--- src/hdl/slwm_pkg.sv ---
`timescale 1ns / 1ps
`default_nettype none
package slwm_pkg;

  localparam int MAX_LEN = 256;
  localparam int ADDR_W  = $clog2(MAX_LEN);
  localparam int LEN_W   = $clog2(MAX_LEN + 1);
  localparam int QUEUE_DEPTH = 2;

  localparam logic [7:0] CH_ANY_RUN = 8'h25;
  localparam logic [7:0] CH_ANY_ONE = 8'h5F;

  typedef enum logic [1:0] {
    CMD_TEXT = 2'd0,
    CMD_PAT  = 2'd1,
    CMD_EVAL = 2'd2
  } cmd_e;

  typedef enum logic [1:0] {
    BS_IDLE,
    BS_FETCH,
    BS_STEP,
    BS_DONE
  } back_state_e;

  typedef struct packed {
    cmd_e       cmd;
    logic [7:0] char_code;
    logic       negate;
  } q_item_t;

  typedef struct packed {
    logic    valid;
    q_item_t item;
  } q_head_t;

endpackage
`default_nettype wire

--- src/hdl/sql_like_wildcard_match.sv ---
`timescale 1ns / 1ps
`default_nettype none
// SQL LIKE matcher: stream in text bytes (command 0) and pattern bytes (command 1), then an
// evaluate transfer (command 2) returns one result with the match bit, inverted when negate
// is set, and the overflow flag; '%' matches any run of bytes, '_' any single byte, no escape.
// Evaluate clears both lengths and the flag. Up to 256 bytes per store, further bytes are
// dropped and flagged. Load transfers are buffered by a two-entry queue in front of the
// match engine. An evaluate occupies the engine for each walk step in turn, each step
// reading both stores through registered memory ports (fetch state, then step state);
// the walk takes up to about (T + 1) * (P + 1) steps for text length T and pattern length P,
// and far fewer on typical data. Command 3 is ignored and gives no result.
module sql_like_wildcard_match
  import slwm_pkg::*;
(
  input  wire logic        clk_i,
  input  wire logic        rst_ni,
  input  wire logic        s_axis_tvalid,
  output logic             s_axis_tready,
  input  wire logic [15:0] s_axis_tdata,   // command[1:0], char_code[9:2], negate[10], zero pad
  output logic             m_axis_tvalid,
  input  wire logic        m_axis_tready,
  output logic [7:0]       m_axis_tdata    // matched[0], overflow[1], zero pad
);

  q_head_t head;
  logic    pop;
  logic    res_matched;
  logic    res_overflow;

  slwm_front u_front (
    .clk_i          (clk_i),
    .rst_ni         (rst_ni),
    .in_valid_i     (s_axis_tvalid),
    .in_ready_o     (s_axis_tready),
    .in_command_i   (s_axis_tdata[1:0]),
    .in_char_code_i (s_axis_tdata[9:2]),
    .in_negate_i    (s_axis_tdata[10]),
    .head_o         (head),
    .pop_i          (pop)
  );

  slwm_back u_back (
    .clk_i          (clk_i),
    .rst_ni         (rst_ni),
    .head_i         (head),
    .pop_o          (pop),
    .out_valid_o    (m_axis_tvalid),
    .out_ready_i    (m_axis_tready),
    .out_matched_o  (res_matched),
    .out_overflow_o (res_overflow)
  );

  assign m_axis_tdata = {6'b0, res_overflow, res_matched};

endmodule
`default_nettype wire

--- src/hdl/slwm_front.sv ---
`timescale 1ns / 1ps
`default_nettype none
module slwm_front
  import slwm_pkg::*;
(
  input  wire logic       clk_i,
  input  wire logic       rst_ni,
  input  wire logic       in_valid_i,
  output logic            in_ready_o,
  input  wire logic [1:0] in_command_i,
  input  wire logic [7:0] in_char_code_i,
  input  wire logic       in_negate_i,
  output q_head_t         head_o,
  input  wire logic       pop_i
);

  localparam int PTR_W = $clog2(QUEUE_DEPTH);
  localparam int CNT_W = $clog2(QUEUE_DEPTH + 1);

  q_item_t           slot_q [QUEUE_DEPTH];
  logic [PTR_W-1:0]  wr_ptr_q, wr_ptr_d;
  logic [PTR_W-1:0]  rd_ptr_q, rd_ptr_d;
  logic [CNT_W-1:0]  count_q, count_d;
  logic              known_cmd;
  logic              push;
  logic              do_pop;
  q_item_t           new_item;

  // unused command code is swallowed here and never reaches the back end
  assign known_cmd  = (in_command_i == CMD_TEXT) || (in_command_i == CMD_PAT) ||
                      (in_command_i == CMD_EVAL);
  assign in_ready_o = (count_q != CNT_W'(QUEUE_DEPTH));
  assign push       = in_valid_i && in_ready_o && known_cmd;
  assign do_pop     = pop_i && (count_q != '0);

  assign new_item.cmd       = cmd_e'(in_command_i);
  assign new_item.char_code = in_char_code_i;
  assign new_item.negate    = in_negate_i;

  assign head_o.valid = (count_q != '0);
  assign head_o.item  = slot_q[rd_ptr_q];

  always_comb begin
    wr_ptr_d = wr_ptr_q;
    rd_ptr_d = rd_ptr_q;
    count_d  = count_q;
    if (push) begin
      wr_ptr_d = (wr_ptr_q == PTR_W'(QUEUE_DEPTH - 1)) ? '0 : wr_ptr_q + PTR_W'(1);
    end
    if (do_pop) begin
      rd_ptr_d = (rd_ptr_q == PTR_W'(QUEUE_DEPTH - 1)) ? '0 : rd_ptr_q + PTR_W'(1);
    end
    if (push && !do_pop) begin
      count_d = count_q + CNT_W'(1);
    end else if (!push && do_pop) begin
      count_d = count_q - CNT_W'(1);
    end
  end

  always_ff @(posedge clk_i or negedge rst_ni) begin
    if (!rst_ni) begin
      wr_ptr_q <= '0;
      rd_ptr_q <= '0;
      count_q  <= '0;
    end else begin
      wr_ptr_q <= wr_ptr_d;
      rd_ptr_q <= rd_ptr_d;
      count_q  <= count_d;
    end
  end

  always_ff @(posedge clk_i) begin
    if (push) begin
      slot_q[wr_ptr_q] <= new_item;
    end
  end

endmodule
`default_nettype wire

--- src/hdl/slwm_back.sv ---
`timescale 1ns / 1ps
`default_nettype none
module slwm_back
  import slwm_pkg::*;
(
  input  wire logic    clk_i,
  input  wire logic    rst_ni,
  input  wire q_head_t head_i,
  output logic         pop_o,
  output logic         out_valid_o,
  input  wire logic    out_ready_i,
  output logic         out_matched_o,
  output logic         out_overflow_o
);

  logic [7:0] text_mem [MAX_LEN];
  logic [7:0] pat_mem  [MAX_LEN];
  logic [7:0] t_rd_q;
  logic [7:0] p_rd_q;

  back_state_e      state_q, state_d;
  logic [LEN_W-1:0] tlen_q, tlen_d;
  logic [LEN_W-1:0] plen_q, plen_d;
  logic             ovf_q, ovf_d;
  logic [LEN_W-1:0] ti_q, ti_d;
  logic [LEN_W-1:0] pj_q, pj_d;
  logic [LEN_W-1:0] mark_t_q, mark_t_d;
  logic [LEN_W-1:0] mark_p_q, mark_p_d;
  logic             mark_q, mark_d;
  logic             neg_q, neg_d;
  logic             match_q, match_d;
  logic             out_valid_q, out_valid_d;
  logic             out_matched_q, out_matched_d;
  logic             out_ovf_q, out_ovf_d;

  logic t_we, p_we;
  logic t_active, p_ok, p_run, p_hit, step_done, out_free;

  assign pop_o  = (state_q == BS_IDLE) && head_i.valid;
  assign t_we   = pop_o && (head_i.item.cmd == CMD_TEXT) && (tlen_q < LEN_W'(MAX_LEN));
  assign p_we   = pop_o && (head_i.item.cmd == CMD_PAT) && (plen_q < LEN_W'(MAX_LEN));

  assign t_active  = (ti_q < tlen_q);
  assign p_ok      = (pj_q < plen_q);
  assign p_run     = p_ok && (p_rd_q == CH_ANY_RUN);
  assign p_hit     = p_ok && ((p_rd_q == CH_ANY_ONE) || (p_rd_q == t_rd_q));
  assign step_done = t_active ? (!p_run && !p_hit && !mark_q) : !p_run;
  assign out_free  = !out_valid_q || out_ready_i;

  // stores: one write port, one registered read port each
  always_ff @(posedge clk_i) begin
    if (t_we) begin
      text_mem[tlen_q[ADDR_W-1:0]] <= head_i.item.char_code;
    end
    t_rd_q <= text_mem[ti_q[ADDR_W-1:0]];
  end

  always_ff @(posedge clk_i) begin
    if (p_we) begin
      pat_mem[plen_q[ADDR_W-1:0]] <= head_i.item.char_code;
    end
    p_rd_q <= pat_mem[pj_q[ADDR_W-1:0]];
  end

  always_comb begin
    state_d = state_q;
    case (state_q)
      BS_IDLE: begin
        if (head_i.valid && head_i.item.cmd == CMD_EVAL) begin
          state_d = BS_FETCH;
        end
      end
      BS_FETCH: state_d = BS_STEP;
      BS_STEP: begin
        state_d = step_done ? BS_DONE : BS_FETCH;
      end
      BS_DONE: begin
        if (out_free) begin
          state_d = BS_IDLE;
        end
      end
      default: state_d = BS_IDLE;
    endcase
  end

  always_comb begin
    tlen_d        = tlen_q;
    plen_d        = plen_q;
    ovf_d         = ovf_q;
    ti_d          = ti_q;
    pj_d          = pj_q;
    mark_t_d      = mark_t_q;
    mark_p_d      = mark_p_q;
    mark_d        = mark_q;
    neg_d         = neg_q;
    match_d       = match_q;
    out_valid_d   = out_valid_q;
    out_matched_d = out_matched_q;
    out_ovf_d     = out_ovf_q;
    if (out_valid_q && out_ready_i) begin
      out_valid_d = 1'b0;
    end
    case (state_q)
      BS_IDLE: begin
        if (pop_o) begin
          case (head_i.item.cmd)
            CMD_TEXT: begin
              if (t_we) begin
                tlen_d = tlen_q + LEN_W'(1);
              end else begin
                ovf_d = 1'b1;
              end
            end
            CMD_PAT: begin
              if (p_we) begin
                plen_d = plen_q + LEN_W'(1);
              end else begin
                ovf_d = 1'b1;
              end
            end
            CMD_EVAL: begin
              ti_d   = '0;
              pj_d   = '0;
              mark_d = 1'b0;
              neg_d  = head_i.item.negate;
            end
            default: ;
          endcase
        end
      end
      BS_STEP: begin
        if (t_active) begin
          if (p_run) begin
            mark_d   = 1'b1;
            mark_t_d = ti_q;
            mark_p_d = pj_q;
            pj_d     = pj_q + LEN_W'(1);
          end else if (p_hit) begin
            ti_d = ti_q + LEN_W'(1);
            pj_d = pj_q + LEN_W'(1);
          end else if (mark_q) begin
            // let the last wildcard run swallow one more text byte
            mark_t_d = mark_t_q + LEN_W'(1);
            ti_d     = mark_t_q + LEN_W'(1);
            pj_d     = mark_p_q + LEN_W'(1);
          end else begin
            match_d = 1'b0;
          end
        end else if (p_run) begin
          pj_d = pj_q + LEN_W'(1);
        end else begin
          match_d = !p_ok;
        end
      end
      BS_DONE: begin
        if (out_free) begin
          out_valid_d   = 1'b1;
          out_matched_d = match_q ^ neg_q;
          out_ovf_d     = ovf_q;
          tlen_d        = '0;
          plen_d        = '0;
          ovf_d         = 1'b0;
        end
      end
      default: ;
    endcase
  end

  always_ff @(posedge clk_i or negedge rst_ni) begin
    if (!rst_ni) begin
      state_q     <= BS_IDLE;
      tlen_q      <= '0;
      plen_q      <= '0;
      ovf_q       <= 1'b0;
      out_valid_q <= 1'b0;
      mark_q      <= 1'b0;
    end else begin
      state_q     <= state_d;
      tlen_q      <= tlen_d;
      plen_q      <= plen_d;
      ovf_q       <= ovf_d;
      out_valid_q <= out_valid_d;
      mark_q      <= mark_d;
    end
  end

  always_ff @(posedge clk_i) begin
    ti_q          <= ti_d;
    pj_q          <= pj_d;
    mark_t_q      <= mark_t_d;
    mark_p_q      <= mark_p_d;
    neg_q         <= neg_d;
    match_q       <= match_d;
    out_matched_q <= out_matched_d;
    out_ovf_q     <= out_ovf_d;
  end

  assign out_valid_o    = out_valid_q;
  assign out_matched_o  = out_matched_q;
  assign out_overflow_o = out_ovf_q;

endmodule
`default_nettype wire
--- config.mk ---
export PLATFORM = sky130hd
export DESIGN_NAME = sql_like_wildcard_match
export DESIGN_NICKNAME = d
export VERILOG_FILES = /design/src/hdl/slwm_pkg.sv /design/src/hdl/sql_like_wildcard_match.sv /design/src/hdl/slwm_front.sv /design/src/hdl/slwm_back.sv
export SDC_FILE = /design/constraint.sdc
export NUM_CORES = 2
export LEC_CHECK = 0
export ABC_CLOCK_PERIOD_IN_PS = 9000
export BUFFER_PORTS_ARGS = -buffer_cell sky130_fd_sc_hd__buf_2
export CAP_MARGIN = 20
export CORE_ASPECT_RATIO = 2
export CORE_UTILIZATION = 40
export CTS_CLUSTER_SIZE = 20
export DETAILED_ROUTE_END_ITERATION = 8
export PLACE_DENSITY = 0.63
export SYNTH_ARGS = -nofsm -noshare
export SYNTH_HDL_FRONTEND = slang
export SYNTH_MEMORY_MAX_BITS = 65536
export SYNTH_SLANG_ARGS = --single-unit
--- constraint.sdc ---
create_clock -name clk_i -period 9 [get_ports clk_i]
set_input_delay 1.8 -clock clk_i [delete_from_list [all_inputs] [get_ports clk_i]]
set_output_delay 1.8 -clock clk_i [all_outputs]
set_load 0.02 [all_outputs]
==> qor.yml <==
cells_and_area:
  drive_gt1_share_pct: 21.26
  multiInputGateArea_mm2: 0.03577
  area_delta_synth_final_pct: 10.50
  fin_nets: 8015
  seq_area_mm2: 0.1259
  fill_cells: 34410
  final_cells: 13610
timing:
  fin_ws_ns: 3.857
  rsz0062_at_grt: "false"
  hold_violations: 0
  slew_violations: 0
  setup_violations: 0
  tightest_slew_ns: 1.448
  hold_slack_ns: 0.4637
  relSlewSlack_pct: 3.448
  fin_setup_tns_ns: 0
  fmax_ghz: 0.1944
  fin_crit_sh_pct: 57.14
  finalClockSkew_ns: 0.05451
  period_needed_ns: 5.143
run_status:
  outcome: "completed"
yosys:
  synthAdderAreaFrac_pct: 0.2206
  synth_area_leaders: "edfxtp_1 76%, mux4_2 13%, mux2i_1 1.8%"
  ys_types: 87
  synth.cell_area_mm2: 0.1645
  synth-edff-count: 4158
  synthSimpleGateAreaFrac_pct: 2.823
  yosysMostFrequentCell: "edfxtp_1"
  synth_ff_type: "edfxtp_1"
  ys_seq_area_share_pct: 76.51
  ys_top_cells_by_count: "4158 x edfxtp_1, 932 x mux4_2, 620 x nor2_1"
  synth_top_family_by_area: "multiplexers"
  muxShareOfSynthArea_pct: 15.22
  synth-xor-area-share_pct: 0.2822
  synthArstFlopShare_pct: 0.6427
  synth-compound-area-share_pct: 3.006
  synthesis.instances: 7855
  synth.top_cell.area_share_pct: 75.90
  yosys_warnings: 0
  synth_seq_cells: 4201
  synth_top_area_cell: "edfxtp_1"
  synth_area_per_cell_um2: 20.94
clock_network:
  cts.sink_count: 4201
  htree_levels: 5
  root_buffer: "clkbuf_16"
  cts_tree: "done"
  clock_path_buffers: 4
  path_clk_slew_ns: 0.07
  post-cts-setup-buffers: 0
  numCtsBuffers: 346
  holdBufCountCts: 0
  cts_resized: 0
  clock_latency_ns: 0.95
grt:
  grt_max_degree: 233
  antenna_found_initial: 11
  grt_pass1_wl_um: 647400
  track_usage_pct: 22.15
  gr-total-overflow: 0
  grt_pass1_vias: 84120
detailed_routing:
  wire_per_inst_um: 34.14
  detail_route.iter0.violations: 8629
  vias: 80580
  drtAntennaViolNets: 0
  drc: 0
  finalWirelength_um: 464500
  first_pass_iters: 8
  vias_per_cell: 5.922
run:
  drv_cap: 0
worst_setup_path:
  slowest_delay_ns: 1.10
  worstPathArrival_ns: 5.95
  cp-start-kind: "flop"
  cp-end-kind: "flop"
  crit_top_cell: "nor4_1"
  cp_top_family: "compound AO/OA/AOI/OAI gates"
  required_ns: 9.81
  cp_slowest_cell: "edfxtp_1"
  criticalPathCategory: "reg -> reg"
  critPathBufInv: 2
  worstPathMaxFanout: 39
  path_cells: "buf_12 > buf_4 > mux4_2 > a22o_1 > a221oi_1 > o22ai_1 > nor4_1 > nor4_1"
die:
  coreArea_mm2: 0.4088
  rows: 332
  die_w_um: 455.5
  start_util_pct: 40.24
  die_h_um: 908.9
  io_pins: 30
  die_area_mm2: 0.4140
placement:
  hpwlAfterDp_um: 295800
  routabilityCongestion: 0.8868
  io_buffers: 18
  place_ws_ns: 3.934
  place_inst: 12960
pwr:
  power_density_mw_per_mm2: 238.7
  peakVddDrop_mv: 0.2861
  cellLeakagePower_uw: 0.05558
  total_power_uw: 43380
worst_hold_path:
  worstHoldPathType: "reg -> reg"
final cells by class:
| type | instances | area share (%) |
|---|---|---|
| Sequential cell | 4201 | 69.24 |
| Antenna cell | 21 | 0.02891 |
| Timing Repair Buffer | 229 | 1.173 |
| Clock buffer | 410 | 4.971 |
| Tap cell | 5344 | 3.679 |
| Clock inverter | 213 | 1.163 |
| Multi-Input combinational cell | 3159 | 19.68 |
| Inverter | 29 | 0.06333 |
cell usage in the layout, fill, tap and decap left out, types with 58 or more instances in the layout:
cell       synthesis  layout
a21oi_1          160     160
a221oi_1          59      58
a22oi_1          149     149
buf_4             55     170
clkbuf_16          0     351
clkinv_2           0      74
edfxtp_1        4158    4158
mux2i_1          295     295
mux4_2           932     932
nand2_1          227     227
nand3_1           71      63
nor2_1           620     613
worst paths after layout:
| path | start | slack (ns) | cells past startpoint | endpoint |
|---|---|---|---|---|
| hold / removal | u_back.ovf_q$_DFFE_PN0P_ | 0.46 | 0 | u_back.out_overflow_o$_DFFE_PP_ |
| max in group asynchronous | rst_ni | 7.36 | 1 | u_front.count_q[0]$_DFFE_PN0P_ |
| min in group asynchronous | rst_ni | 1.00 | 1 | u_back.ovf_q$_DFFE_PN0P_ |
| setup reg to reg | u_back.pj_q[0]$_SDFFCE_PN0P_ | 3.86 | 8 | u_back.p_rd_q[1]$_DFF_P_ |
| setup / recovery | u_back.pj_q[0]$_SDFFCE_PN0P_ | 3.86 | 8 | u_back.p_rd_q[1]$_DFF_P_ |
| hold reg to reg | u_back.ovf_q$_DFFE_PN0P_ | 0.46 | 0 | u_back.out_overflow_o$_DFFE_PP_ |
logic make-up after synthesis:
logic type               count (synthesis)
flip-flops                            4201
multiplexers                          1279
AND/OR/NAND/NOR                       1093
AO/OA/AOI/OAI                          699
buffers and inverters                  500
XOR/XNOR                                53
adder cells (fa/ha/maj)                 29
other                                    1
sequential cells by signal (all words and copies together) (netlist names), 2 cells and up:
name / count
u_back.mark_t_q: 9
u_back.text_mem: 2048
u_back.p_rd_q: 8
u_back.pat_mem: 2048
u_back.pj_q: 9
u_front.count_q: 2
u_back.state_q: 2
u_back.ti_q: 9
u_front.slot_q: 22
u_back.plen_q: 9
u_back.tlen_q: 9
u_back.t_rd_q: 8
u_back.mark_p_q: 9
through the flow:
step / cell area [um^2] / util [%]
floorplan: 164500 / -
global placement: 170400 / 41.68
detailed placement: 170500 / 41.72
CTS: 181700 / 44.44
global route: 181700 / 44.46
finish: 181800 / 44.47
power by group:
part	switching, uW	leakage, uW	internal, uW
sequential	64.0	0.0379	23800
combinational	3540	0.0123	702
clock	7080	0.00541	8220
per-layer routing:
layer	track usage, %	wire length, um
met2	40.31	246700
met1	22.40	144800
met4	18.78	46450
met3	2.865	26430
met5	0	50
(Power assumes the default switching activity.)
